File: src/rtl/msic_pkg.sv
// package: types, opcodes and constants shared by the instruction core
package msic_pkg;

  localparam logic [5:0] OP_SPECIAL = 6'h00;
  localparam logic [5:0] OP_J       = 6'h02;
  localparam logic [5:0] OP_JAL     = 6'h03;
  localparam logic [5:0] OP_BEQ     = 6'h04;
  localparam logic [5:0] OP_BNE     = 6'h05;
  localparam logic [5:0] OP_ADDIU   = 6'h09;
  localparam logic [5:0] OP_ANDI    = 6'h0c;
  localparam logic [5:0] OP_LUI     = 6'h0f;
  localparam logic [5:0] OP_TRAP    = 6'h1a;
  localparam logic [5:0] OP_LW      = 6'h23;
  localparam logic [5:0] OP_SW      = 6'h2b;

  localparam logic [5:0] FN_SLL  = 6'h00;
  localparam logic [5:0] FN_SRA  = 6'h03;
  localparam logic [5:0] FN_JR   = 6'h08;
  localparam logic [5:0] FN_MFHI = 6'h10;
  localparam logic [5:0] FN_MFLO = 6'h12;
  localparam logic [5:0] FN_MULT = 6'h18;
  localparam logic [5:0] FN_DIV  = 6'h1a;
  localparam logic [5:0] FN_ADDU = 6'h21;
  localparam logic [5:0] FN_SUBU = 6'h23;
  localparam logic [5:0] FN_SLT  = 6'h2a;

  localparam logic [3:0] TRAP_NEWLINE = 4'h0;
  localparam logic [3:0] TRAP_PRINT   = 4'h1;
  localparam logic [3:0] TRAP_READ    = 4'h5;

  localparam logic [1:0] KIND_NONE    = 2'd0;
  localparam logic [1:0] KIND_NEWLINE = 2'd1;
  localparam logic [1:0] KIND_PRINT   = 2'd2;
  localparam logic [1:0] KIND_READ    = 2'd3;

  localparam logic [1:0] ST_OK     = 2'd0;
  localparam logic [1:0] ST_UNIMPL = 2'd1;
  localparam logic [1:0] ST_MFAULT = 2'd2;
  localparam logic [1:0] ST_DIVZ   = 2'd3;

  localparam logic [31:0] DMEM_BASE = 32'h1000_0000;
  localparam logic [31:0] GP_INIT   = 32'h1000_8000;
  localparam logic [4:0]  REG_GP    = 5'd28;
  localparam logic [4:0]  REG_SP    = 5'd29;
  localparam logic [4:0]  REG_RA    = 5'd31;

  typedef enum logic [3:0] {
    S_CLEAR, S_IDLE, S_RDA, S_RDB, S_EXEC, S_MUL, S_DIV, S_MEM, S_WB, S_OUT
  } state_t;

  // divider request and result
  typedef struct packed {
    logic        start;
    logic [31:0] num;
    logic [31:0] den;
  } div_req_t;

  typedef struct packed {
    logic        done;
    logic [31:0] quo;
    logic [31:0] rem;
  } div_rsp_t;

endpackage

File: src/rtl/msic_div.sv
// signed 32-bit radix-2 restoring divider, one quotient bit per cycle
module msic_div (
  input  logic              clk,
  input  logic              rst,
  input  msic_pkg::div_req_t req,
  output msic_pkg::div_rsp_t rsp
);
  import msic_pkg::*;

  logic [31:0] quo;
  logic [32:0] rem;
  logic [31:0] den;
  logic [5:0]  cnt;
  logic        busy;
  logic        neg_q;
  logic        neg_r;
  logic        done;
  logic [32:0] trial;
  logic [32:0] shifted;

  // shift in next dividend bit and try subtract
  always_comb begin
    shifted = {rem[31:0], quo[31]};
    trial   = shifted - {1'b0, den};
  end

  always_ff @(posedge clk) begin
    if (rst) begin
      busy <= 1'b0;
      done <= 1'b0;
      cnt  <= '0;
    end else begin
      done <= 1'b0;
      if (req.start) begin
        busy  <= 1'b1;
        cnt   <= 6'd32;
        neg_q <= req.num[31] ^ req.den[31];
        neg_r <= req.num[31];
        quo   <= req.num[31] ? (~req.num + 32'd1) : req.num;
        den   <= req.den[31] ? (~req.den + 32'd1) : req.den;
        rem   <= '0;
      end else if (busy) begin
        if (trial[32]) begin
          rem <= shifted;
          quo <= {quo[30:0], 1'b0};
        end else begin
          rem <= trial;
          quo <= {quo[30:0], 1'b1};
        end
        cnt <= cnt - 6'd1;
        if (cnt == 6'd1) begin
          busy <= 1'b0;
          done <= 1'b1;
        end
      end
    end
  end

  // sign fixup on result
  always_comb begin
    rsp.done = done;
    rsp.quo  = neg_q ? (~quo + 32'd1) : quo;
    rsp.rem  = neg_r ? (~rem[31:0] + 32'd1) : rem[31:0];
  end

  assert property (@(posedge clk) disable iff (rst) req.start |=> busy);
  assert property (@(posedge clk) disable iff (rst) done |-> !busy);
  assert property (@(posedge clk) disable iff (rst) busy |-> cnt != 6'd0);
endmodule

File: config.mk
export PLATFORM = sky130hd
export DESIGN_NAME = msic_div
export DESIGN_NICKNAME = d
export VERILOG_FILES = /design/src/rtl/msic_pkg.sv /design/src/rtl/msic_div.sv
export SDC_FILE = /design/constraint.sdc
export NUM_CORES = 1
export LEC_CHECK = 0
export BUFFER_PORTS_ARGS = -buffer_cell sky130_fd_sc_hd__buf_2
export CORE_AREA = 4 4 160 162
export DETAILED_ROUTE_END_ITERATION = 8
export DIE_AREA = 0 0 164 166
export PLACE_DENSITY = 0.65
export SETUP_SLACK_MARGIN = 0.5
export SLEW_MARGIN = 20
export SYNTH_ARGS = -nofsm -noshare
export SYNTH_HDL_FRONTEND = slang
export SYNTH_SLANG_ARGS = --single-unit
export TNS_END_PERCENT = 100
File: constraint.sdc
create_clock -name clk -period 4.7 [get_ports clk]
set_clock_uncertainty 0.15 [all_clocks]
set_input_delay 0.235 -clock clk [delete_from_list [all_inputs] [get_ports clk]]
set_output_delay 0.235 -clock clk [all_outputs]
set_load 0.05 [all_outputs]
== After elaboration in Yosys (flattened, before gate mapping) ==
Cells that the tools add are included.
Operators by class
  add/subtract/negate cells: 6
  $mul: 0
  divide/modulo/power cells: 0
  $lt $le $gt $ge: 0
  equality and inequality tests: 1
  shift operators: 0
  multiplexer cells: 15
  bitwise logic cells: 7
  reductions and logical operators: 5
Operators with widths (number)
  $mux W32: 7
  $add A32 B1 Y32 const B: 4
  $not A32 Y32: 4
  $sub A33 B32 Y33: 1
  $mux W31: 1
  $mux W6: 2
  $eq A6 B1 Y1 const B: 1
  $sub A6 B1 Y6 const B: 1
  $mux W1: 5
  $reduce_and A2 Y1: 2
  $reduce_or A3 Y1: 1
  $not A1 Y1: 2
  $reduce_bool A2 Y1: 1
  $reduce_or A2 Y1: 1
  $xor A1 B1 Y1: 1
Storage, ports and cells
  flip-flop bits (word level): 106
  latch bits: 0
  RAM bits: 0
  bits in read-only memories: 0
  word-level logic and storage cells: 44
  memories kept: 0

== Logic depth before layout (Yosys ltp) ==
  depth after elaboration: 4
  mapped depth: 13
  gate-level depth less buffers: 11

== Worst setup path before layout ==
Ideal clock, no wire load.
  path kind: input -> register
  start: input port req[64] in the netlist's numbering
  end: register quo[0], enable pin
  setup time: 0.486 ns
  data arrival time: 3.583 ns
  path slack: 0.481 ns
  cell stages on the path: 4
  buffers on the path: 2
  cell sequence: clkbuf_1 > clkbuf_1 > nor2_1 > nor2_1
Between the ends
  longest elaborated chain between the ends: 2
Ends and longest elaborated chain
  start: declaration: line msic_div.sv:5  | input msic_pkg::div_req_t req,
  $reduce_bool A2 Y1 (no source line)
  $reduce_and A2 Y1 (no source line)
  end signal: assignment: line msic_div.sv:39  | quo <= req.num[31] ? (~req.num + 32'd1) : req.num;
  end signal: assignment: line msic_div.sv:45  | quo <= {quo[30:0], 1'b0};
  end signal: assignment: line msic_div.sv:48  | quo <= {quo[30:0], 1'b1};
  end: declaration: line msic_div.sv:10  | logic [31:0] quo;
No other way between the ends.
A chain may end at the register's enable or synchronous reset.

==> results.cfg <==
[critical_path]
cp_common_cell = o21ai_0
crit_chain = or3_1, or4_1, nor3_1, nor3b_1, o21ai_0, a21oi_1, o21ai_0, xnor2_1, buf_2
end_kind = output pin
arrival_ns = 3.45
timing.critical_path.buf_inv = 1
crit_path_max_fanout = 4
critPathSlowestCell = or4_1
path_class = reg -> out
crit_path_start_kind = register
cp_top_family = simple AND/OR/NAND/NOR gates
cp_slowest_stage_delay_ns = 0.46
crit_required_ns = 4.32

[drt]
avgViaCountPerCell = 5.20
drt_first_iter_violations = 508
route.detailed.drc = 0
wire_per_inst_um = 15.1
ant_nets = 0
routed_wirelength_mm = 21.7
vias = 7440
drt_pass1_iterations = 5

[yosys]
synth_top_area_cell = edfxtp_1
synthFlopType = edfxtp_1
ys.warnings.count = 0
synth_area_mm2 = 0.00860
ys_seq_area_share_pct = 36.1
synth-edff-count = 98
synth.most_common_cell = nand2_1
synthTopCellsByCount = 122 x nand2_1, 98 x edfxtp_1, 92 x xnor2_1, 88 x a21oi_1, 70 x nor2_1
syn_nets = 1097
synth-seq-cells = 106
synth.area.top_cells = edfxtp_1 34%, xnor2_1 9.4%, ha_1 5.5%
synth_top_area_share_pct = 34.2
avgSynthCellArea_um2 = 8.68
ys_async_sr_fraction_pct = 0
netlist_instances = 991
synthDistinctLibCells = 66

[cts]
cts_tree = yes
clock-root-buffer = clkbuf_16
clk_path_buf_depth = 2
clock_sinks = 106
h-tree-depth = 3
cts_made_buffers = 9
path_clk_slew_ns = 0.07
clock_latency_ns = 0.35

[timing]
hold_viol = 0
fmax_mhz = 260
finalSetupViolations = 0
finalSetupTns_ns = 0
tightest_slew_ns = 0.922
final.period_utilization_pct = 81.7
slew_headroom_pct = 38.4
rsz0062_at_grt = no
maxSlewViolCount = 0
min_period_ns = 3.84

[grt]
grt_overflow = 0
antenna_found_initial = 7
grt_start_max_net_pins = 91
grt_pass1_vias = 6976
track_usage_pct = 15.8
grt_pass1_wl_mm = 35.2

[placement]
port_buffers = 131
hpwlAfterDp_mm = 17.2
gp_congestion = 0.924

[finish]
area_growth_pct = 14.9
finish.utilization_pct = 41.0
nets = 1207
drive_gt1_share_pct = 16.6

[die]
die_y_um = 166
dieArea_mm2 = 0.0272
io_pins = 132
initial_core_util_pct = 35.7
row_count = 57
die_w_um = 164
core_mm2 = 0.0241

[hold_path]
hold_path.class = in -> reg

[power]
switching_share_pct = 40.7
internal-power_uw = 2050
ir_worst_vdd_mv = 0.180
power_uw = 3460
net-switching-power_uw = 1410
power_density_mw_per_mm2 = 350
pwr-share-comb_pct = 41.2
p_leak_uw = 0.00381
clkPwrFrac_pct = 22.5
p_seq_share_pct = 36.3

[status]
outcome = complete, no violations

[run]
cap_violations = 0
==> power groups by stage <==
stage	Clock (uW)	Combinational, uW	Sequential (uW)
final	777	1430	1260
after global routing	837	1560	1270
after floorplan	0	1110	1240
after CTS	796	1420	1260
after detailed placement	0	1420	1280
after global placement	0	1410	1270
==> final cells by class <==
cell class              instances  area [um^2]
fillers                      2466        14200
multi-input cells             793         5140
flip-flops and latches        106         3100
repair buffers                140          728
well taps                     324          405
clock buffers                   9          225
inverters                      51          191
clock inverters                 7         76.3
diodes                          1         2.50
==> stage by stage <==
stage	area (um^2)	setup slack [ns]	cells	hold slack (ns)
final	9880	0.860	1431	0.0442
after global routing	9880	0.636	1431	0.0372
after floorplan	8600	1.27	991	0.154
after global placement	9550	0.756	1412	0.319
after detailed placement	9550	0.625	1412	0.321
after CTS	9870	0.596	1430	0.0323
==> layout by cell type, fill, tap and decap left out, types with 9 or more instances in the layout <==
| master | instances |
|---|---|
| o21ai_0 | 69 |
| clkbuf_16 | 9 |
| nand4_1 | 13 |
| a21o_1 | 12 |
| buf_2 | 131 |
| or3_1 | 14 |
| o31ai_1 | 25 |
| and3_1 | 10 |
| mux2_2 | 11 |
| nand2_1 | 122 |
| nand2b_1 | 14 |
| edfxtp_1 | 98 |
| nand3_1 | 18 |
| nor2_1 | 68 |
| xnor2_1 | 92 |
| ha_1 | 38 |
| xor2_1 | 45 |
| inv_1 | 51 |
| a21oi_1 | 88 |
| o41ai_1 | 12 |
| nor3_1 | 29 |
| or4_1 | 17 |
==> kinds of logic (layout without fill, tap and decap cells) <==
family / Yosys count / after routing / share of synthesized area (%)
DFF: 106 / 106 / 36.1
adders and majority gates: 39 / 39 / 5.76
and+or+nand+nor: 351 / 351 / 20.2
AOI/OAI and AO/OA: 253 / 253 / 18.1
xor gates and xnor gates: 137 / 137 / 14.0
other: 0 / 1 / 0
muxes: 13 / 13 / 1.67
buffers and inverters: 92 / 207 / 4.25
==> worst paths after layout <==
check	start	end	cells past startpoint	slack (ns)
setup / recovery	quo[11]	rsp[63]	9	0.86
hold / removal	req[25]	den[25]	2	0.04
setup reg to reg	quo[31]	rem[8]	13	0.97
hold reg to reg	cnt[1]	cnt[1]	2	0.35
==> per-layer routing <==
layer | up-vias | part of all wire, % | track usage (%)
met5 | - | 0.29 | 0
met2 | 197 | 44 | 23.8
met1 | 3397 | 48 | 22.7
met4 | 12 | 1.4 | 3.65
met3 | 34 | 6.6 | 4.00
li1 | 3800 | - | -
==> what timing repair did <==
action                     CTS  global route
buffers inserted             0             0
gates resized for setup      0             2
hold endpoints to repair     2             0
hold buffers                 2             0
setup endpoints to repair    0            16
==> flip-flops by register name, indices dropped and copies added, names as in the netlist <==
signal,flops
neg_r,1
neg_q,1
done,1
rem,32
busy,1
quo,32
cnt,6
den,32
==> worst reg2reg max path, cell delays in order, from the launching register on <==
cell       delay, ns
edfxtp_1        0.32
inv_1           0.07
ha_1            0.23
fa_1            0.38
nand2b_1        0.20
a21o_1          0.22
a211o_1         0.31
a2111oi_2       0.44
or3_1           0.22
and3_2          0.36
buf_4           0.25
buf_4           0.21
nand2_1         0.07
a21oi_1         0.15
Power figures use the tool's default switching activity.
