==> config.mk <==
export PLATFORM = sky130hd
export DESIGN_NAME = msic_regfile
export DESIGN_NICKNAME = d
export VERILOG_FILES = /design/src/rtl/msic_pkg.sv /design/src/rtl/msic_regfile.sv
export SDC_FILE = /design/constraint.sdc
export NUM_CORES = 1
export LEC_CHECK = 0
export BUFFER_PORTS_ARGS = -buffer_cell sky130_fd_sc_hd__clkbuf_2
export CELL_PAD_IN_SITES_DETAIL_PLACEMENT = 1
export CELL_PAD_IN_SITES_GLOBAL_PLACEMENT = 2
export CORE_ASPECT_RATIO = 0.6
export CORE_UTILIZATION = 43
export CTS_BUF_LIST = sky130_fd_sc_hd__clkbuf_4 sky130_fd_sc_hd__clkbuf_8
export CTS_CLUSTER_SIZE = 10
export DETAILED_ROUTE_END_ITERATION = 6
export PLACE_DENSITY_LB_ADDON = 0.1
export SYNTH_ARGS = -nofsm -noshare
export SYNTH_HDL_FRONTEND = slang
export SYNTH_SLANG_ARGS = --single-unit
export TNS_END_PERCENT = 1
==> constraint.sdc <==
create_clock -name clk -period 7.9 [get_ports clk]
set_clock_uncertainty 0.1 [all_clocks]
set_input_delay 0.79 -clock clk [delete_from_list [all_inputs] [get_ports clk]]
set_output_delay 0.79 -clock clk [all_outputs]
set_load 0.1 [all_outputs]
==> src/rtl/msic_pkg.sv <==
// package: types, opcodes and constants shared by the instruction core
package msic_pkg;

  localparam logic [5:0] OP_SPECIAL = 6'h00;
  localparam logic [5:0] OP_J       = 6'h02;
  localparam logic [5:0] OP_JAL     = 6'h03;
  localparam logic [5:0] OP_BEQ     = 6'h04;
  localparam logic [5:0] OP_BNE     = 6'h05;
  localparam logic [5:0] OP_ADDIU   = 6'h09;
  localparam logic [5:0] OP_ANDI    = 6'h0c;
  localparam logic [5:0] OP_LUI     = 6'h0f;
  localparam logic [5:0] OP_TRAP    = 6'h1a;
  localparam logic [5:0] OP_LW      = 6'h23;
  localparam logic [5:0] OP_SW      = 6'h2b;

  localparam logic [5:0] FN_SLL  = 6'h00;
  localparam logic [5:0] FN_SRA  = 6'h03;
  localparam logic [5:0] FN_JR   = 6'h08;
  localparam logic [5:0] FN_MFHI = 6'h10;
  localparam logic [5:0] FN_MFLO = 6'h12;
  localparam logic [5:0] FN_MULT = 6'h18;
  localparam logic [5:0] FN_DIV  = 6'h1a;
  localparam logic [5:0] FN_ADDU = 6'h21;
  localparam logic [5:0] FN_SUBU = 6'h23;
  localparam logic [5:0] FN_SLT  = 6'h2a;

  localparam logic [3:0] TRAP_NEWLINE = 4'h0;
  localparam logic [3:0] TRAP_PRINT   = 4'h1;
  localparam logic [3:0] TRAP_READ    = 4'h5;

  localparam logic [1:0] KIND_NONE    = 2'd0;
  localparam logic [1:0] KIND_NEWLINE = 2'd1;
  localparam logic [1:0] KIND_PRINT   = 2'd2;
  localparam logic [1:0] KIND_READ    = 2'd3;

  localparam logic [1:0] ST_OK     = 2'd0;
  localparam logic [1:0] ST_UNIMPL = 2'd1;
  localparam logic [1:0] ST_MFAULT = 2'd2;
  localparam logic [1:0] ST_DIVZ   = 2'd3;

  localparam logic [31:0] DMEM_BASE = 32'h1000_0000;
  localparam logic [31:0] GP_INIT   = 32'h1000_8000;
  localparam logic [4:0]  REG_GP    = 5'd28;
  localparam logic [4:0]  REG_SP    = 5'd29;
  localparam logic [4:0]  REG_RA    = 5'd31;

  typedef enum logic [3:0] {
    S_CLEAR, S_IDLE, S_RDA, S_RDB, S_EXEC, S_MUL, S_DIV, S_MEM, S_WB, S_OUT
  } state_t;

  // divider request and result
  typedef struct packed {
    logic        start;
    logic [31:0] num;
    logic [31:0] den;
  } div_req_t;

  typedef struct packed {
    logic        done;
    logic [31:0] quo;
    logic [31:0] rem;
  } div_rsp_t;

endpackage

==> src/rtl/msic_regfile.sv <==
// 32 x 32 register file in a synchronous memory, one read and one write port; preset by the core after reset
module msic_regfile (
  input  logic        clk,
  input  logic [4:0]  raddr,
  output logic [31:0] rdata,
  input  logic        we,
  input  logic [4:0]  waddr,
  input  logic [31:0] wdata
);
  import msic_pkg::*;

  logic [31:0] mem [32];

  // registered read, single write port
  always_ff @(posedge clk) begin
    if (we) begin
      mem[waddr] <= wdata;
    end
    rdata <= mem[raddr];
  end
endmodule

## After elaboration in Yosys (flattened, before gate mapping)

Memories as Yosys holds them, arrays and structs flattened. A register that Yosys moved wholly into a read port is not among the register bits.
Index checks and enable logic that the tools add are counted.
W data, S select, Z words.

- Memory bits (writable): 1,024
- Logic and storage cells: 3
- Output and inout port bits: 32
- Register bits: 0
- Memories kept: 1

- Muxes and demuxes: 2

Memories:

| memory | depth | width | read ports | clocked after memory_dff | wr ports | RTL line | RTL |
|---|---|---|---|---|---|---|---|
| mem | 32 | 32 | 1 | 1 | 1 | msic_regfile.sv:12 | `logic [31:0] mem [32];` |

Operator list:

| kind | count |
|---|---|
| $mux W1 | 2 |

## Logic depth before layout (Yosys ltp)

Gate-level depths: netlist of the first run.

- Depth in word-level cells: 2
- Depth in mapped cells: 8
- Mapped depth without buffers: 5

## Worst setup path after synthesis of the first run

No wires, ideal clock.

- Path type: input-to-reg
- Start point: input waddr[1]
- End point: memory mem[12][0] (enable)
- Slack: 4,576 ps
- Arrival: 2,803 ps
- Required time: 7,379 ps
- Stages: 3
- Cell sequence: or3b_2 -> clkbuf_1 -> nor2_1

RTL lines:

| what | RTL line | RTL |
|---|---|---|
| from (decl) | msic_regfile.sv:7 | `input logic [4:0] waddr,` |
| to (decl) | msic_regfile.sv:12 |  |

Straight into the memory's write port.

==> impl_metrics.toml, run 1 <==
[worst_setup_path]
worstPathCellList = "buf_8, buf_12, mux2i_1, a22o_1, nor3_1, a31oi_1, nand3_1"
worstPathMaxFanout = 109
crit_required_ns = 8.44
reg2regPathDepth = 5
worstReg2RegEnd = "rdata[29]"
arrival_ns = 3.47
critPathLaunchType = "input port"
reg2reg_slack_ns = 6.25
crit_slowest_cell = "buf_8"
max_stage_delay_ns = 0.68
endpoint = "rdata[29]"
startpoint = "raddr[0]"
timing.rr.start = "mem[5][29]"
path_class = "in -> reg"
critPathCaptureType = "flop"

[run]
maxCapViolations = 0

[synth]
synth_fp_nets = 2304
yosysTopAreaCell = "edfxtp_1"
ys_top_cells_by_area = "edfxtp_1 (76%), mux2i_1 (13%), a22oi_1 (1.8%)"
syn_area_sq_mm = 0.0405
avgSynthCellArea_sq_um = 17.9
synth_top_area_share_pct = 76.0
ys_seq_area_share_pct = 77.5
synth_warnings = 0
ys_ff_latch = 1056
netlist_instances = 2260
synth_cell_types = 25

[pwr]
internal_power_mw = 8.83
pwr-share-comb_pct = 6.5
clock_power_share_pct = 39.3
p_leak_nw = 15.9
seqPwrFrac_pct = 54.2
peakVddDrop_mv = 0.135
p_per_area_mw_per_mm2 = 254
swShare_pct = 23.6
power_switching_mw = 2.73

[final_layout]
nets = 2462
layout-drive-gt1-share_pct = 16.5
final_common_cell = "edfxtp_1"
area_growth_syn_to_layout_pct = 12.5
final_cell_mix = "edfxtp_1 (1024), mux2i_1 (512), clkbuf_8 (184), nand3_1 (98), nand2_1 (97)"
utilization_pct = 49.2

[place]
place.gp.congestion = 0.734
hpwl_um = 56800
post-place-ws_ns = 4.18
port_buffers = 75

[floorplan]
start_util_pct = 43.7
dieArea_sq_mm = 0.0954
die_w_um = 398
design.core.area_sq_mm = 0.0925
pin_count = 76
fp.dieH_um = 240
rows = 86

[detailed_routing]
drtAntennaViolNets = 0
viasPerCell = 5.73
drc = 0
vias = 21700
drt_iter0_markers = 1941
routed_wl_um = 117000
dr.pass1.iters = 5
routedWlPerCell_um = 31.0

[clock_network]
cts_tree = "built"
cts_resized = 0
ctsHoldBuffers = 0
numCtsBuffers = 159
htreeDepth = 4
clk_pin_slew_worst_paths_ns = 0.06
cts_root_buf = "clkbuf_8"
cts_setup_buffers = 0
clock_path_buffers = 3
cts.sinks = 1056
insertion_delay_ns = 0.84

[timing]
worst_hold_slack_ns = 0.494
setup_viol = 0
fmax_mhz = 342
worst_slack_ns = 4.97
tns_ns = 0
rsz0062_at_grt = "no"
worst_pin_slew_ns = 1.11
fin_crit_sh_pct = 37.0
finalHoldViolCount = 0
slew_viol_final = 0
min_period_ns = 2.93
maxSlewHeadroom_pct = 26.3

[grt]
grt_max_degree = 129
grt_pass1_vias = 22400
grt_overflow_total = 0
antenna_found_initial = 7
grt_first_pass_wirelength_um = 166000
grt_usage_pct = 24.9

[run_status]
status = "completed"

[min_path]
hold_class = "in -> reg"
-- flip-flops by register name (all words and copies together), names as in the netlist --
name / count
rdata: 32
mem: 1024
-- power by group through the flow --
stage | Combinational [mW] | Clock [mW] | Sequential [mW]
after detailed placement | 0.749 | 0 | 6.39
after global routing | 0.789 | 4.87 | 6.27
after floorplan | 0.322 | 0 | 6.53
final | 0.747 | 4.54 | 6.27
after CTS | 0.751 | 4.66 | 6.27
after global placement | 0.737 | 0 | 6.38
-- routing by layer --
| metal | track usage (%) | wire [um] |
|---|---|---|
| met3 | 4.05 | 6760 |
| met5 | 0 | 0 |
| met1 | 37.8 | 56800 |
| met2 | 36.8 | 51800 |
| met4 | 7.04 | 1950 |
-- worst max-delay path, delay by kind of cell --
kind	cells	cell delay [ns]
buf+inv	2	1.32
simple gates	2	0.29
mux	1	0.32
compound gates	2	0.49
-- worst min-delay path by stage --
stage / startpoint / slack (ns) / to / depth (start not counted)
after CTS: wdata[24] / 0.39 / mem[29][24] / 1
after global routing: wdata[26] / 0.51 / mem[3][26] / 1
final: wdata[11] / 0.49 / mem[30][11] / 1
after global placement: mem[16][0] / 0.47 / rdata[0] / 4
after floorplan: mem[16][10] / 0.45 / rdata[10] / 4
after detailed placement: mem[17][0] / 0.49 / rdata[0] / 4
-- logic make-up after synthesis --
logic type	synth area share (%)
compound gates	4.85
simple gates	3.10
buf+inv	1.86
mux	12.7
flops	77.5
-- cells in the mapped netlist (all sizes together) --
cell    instances
nor3           32
nand2          98
edfxtp       1024
and2            1
nand2b          2
or3b            3
a21oi          96
or2             1
clkbuf         48
nor2b           1
a22oi          96
a31oi          32
mux2i         512
nor2           34
nand3          98
and2b           1
dfxtp          32
nand3b          5
or3             1
buf            79
a22o           64
-- through the flow --
step           instance area, sq um  total power [mW]  cells
6_report                      45500              11.6   3781
4_1_cts                       45500              11.7   3779
3_3_place_gp                  42300              7.12   3489
5_1_grt                       45500              11.9   3781
3_5_place_dp                  42300              7.14   3489
2_1_floorplan                 40500              6.85   2260
-- final cells by class --
class / count / area (sq um)
diodes: 2 / 5.00
multi-input cells: 1077 / 8610
fillers: 8658 / 47000
repair buffers: 124 / 803
flip-flops and latches: 1056 / 31400
clock inverters: 56 / 292
well taps: 1232 / 1540
clock buffers: 234 / 2910
(Power assumes the default switching activity.)
==> run 2: changes to the inputs <==
==> constraint.sdc (replaced) <==
create_clock -name clk -period 2.5 [get_ports clk]
set_clock_uncertainty 0.1 [all_clocks]
set_input_delay 0.25 -clock clk [delete_from_list [all_inputs] [get_ports clk]]
set_output_delay 0.25 -clock clk [all_outputs]
set_load 0.1 [all_outputs]
==> impl_metrics.toml, run 2 (synthesis results as in run 1) <==
[run_status]
status = "completed"

[place]
post-place-ws_ns = 0.208
place.gp.congestion = 0.764
hpwl_um = 65500
dpl-instance-area_sq_mm = 0.0439
dp_cells = 3583
port_buffers = 75

[final_layout]
layout-drive-gt1-share_pct = 19.9
regMostFlops = "mem"
fin_cells = 3918
final_common_cell = "edfxtp_1"
area_growth_syn_to_layout_pct = 17.7
utilization_pct = 51.5
stdcell_area_sq_mm = 0.0476
largest_reg_flops = 1024
top_regs = "mem x1024, rdata x32"
n_fill_cell = 8581
nets = 2597
final_cell_mix = "edfxtp_1 (1024), mux2i_1 (512), clkbuf_8 (189), nand3_1 (98), nand2_1 (97)"

[detailed_routing]
routed_wl_um = 118000
drtAntennaViolNets = 0
drc = 0
dr.pass1.iters = 5
viasPerCell = 5.67
routedWlPerCell_um = 30.1
drt_iter0_markers = 1764
vias = 22200

[min_path]
hold_depth = 4
hold_class = "in -> reg"

[timing]
setup_viol = 0
fin_crit_sh_pct = 96.1
slew_viol_final = 0
fmax_mhz = 416
min_period_ns = 2.40
worst_pin_slew_ns = 0.740
worst_hold_slack_ns = 0.110
rsz0062_at_grt = "no"
tns_ns = 0
maxSlewHeadroom_pct = 50.7
finalHoldViolCount = 0
worst_slack_ns = 0.0984

[worst_setup_path]
max_stage_delay_ns = 0.59
critPathLaunchType = "input port"
worstPathMaxFanout = 21
crit_top_cell = "dlygate4sd3_1"
crit_required_ns = 3.10
path_class = "in -> reg"
arrival_ns = 3.00
critPathCaptureType = "flop"
reg2regPathDepth = 6
crit_slowest_cell = "dlygate4sd3_1"
worstPathCellList = "dlygate4sd3_1, buf_8, buf_12, mux2i_1, nand2_1, dlygate4sd3_1, a31oi_1, dlygate4sd3_1, nand3_1"

[clock_network]
cts_root_buf = "clkbuf_8"
numCtsBuffers = 160
insertion_delay_ns = 0.82
cts_tree = "built"
clk_pin_slew_worst_paths_ns = 0.07
cts.sinks = 1056
htreeDepth = 4
clock_path_buffers = 3

[floorplan]
design.core.area_sq_mm = 0.0925
fp.dieH_um = 240
rows = 86
dieArea_sq_mm = 0.0954
pin_count = 76
die_w_um = 398
start_util_pct = 43.7

[run]
maxCapViolations = 0

[pwr]
finalPower_mw = 37.2
peakVddDrop_mv = 0.519
p_per_area_mw_per_mm2 = 781
p_leak_nw = 16.8

[grt]
grt_max_degree = 55
grt_pass1_vias = 23000
grt_overflow_total = 0
antenna_found_initial = 5
grt_first_pass_wirelength_um = 167000
grt_usage_pct = 25.0
[run 2: where the power goes]
group	switching, mW	leakage (nW)	internal (mW)
logic	1.84	5.53	0.759
clock network	6.69	1.77	8.13
registers	0.112	9.49	19.7
[run 2: layout make-up]
type | instances | area (sq um) | area share, %
diodes | 3 | 7.51 | 0.0158
clock buffers | 262 | 3150 | 6.61
clock inverters | 30 | 186 | 0.391
multi-input cells | 1077 | 8610 | 18.1
flip-flops and latches | 1056 | 31400 | 65.9
well taps | 1232 | 1540 | 3.24
repair buffers | 258 | 2750 | 5.77
[run 2: critical path: cells and delay by family]
| family | cells | cell delay [ns] |
|---|---|---|
| AO/OA/AOI/OAI | 1 | 0.14 |
| buffers and inverters | 5 | 2.18 |
| multiplexers | 1 | 0.26 |
| AND/OR/NAND/NOR | 2 | 0.15 |
[run 2: final timing paths]
check	from	slack [ns]	to
max reg2reg	mem[17][3]	0.24	rdata[3]
min reg2reg	mem[10][24]	0.50	rdata[24]
min	waddr[1]	0.11	mem[14][24]
max	raddr[0]	0.1	rdata[3]
[run 2: what timing repair did]
item / in CTS / in global routing
hold endpoints to repair: 992 / 0
buffers inserted: 0 / 0
resized for setup: 0 / 0
hold buffers: 40 / 0
[run 2: layer usage]
metal | routed length (um) | track usage, % | vias to the layer above
li1 | - | - | 9582
met1 | 58000 | 37.7 | 11900
met2 | 52200 | 37.1 | 625
met3 | 5890 | 4.24 | 133
met4 | 2070 | 7.24 | 0
met5 | 0 | 0 | -
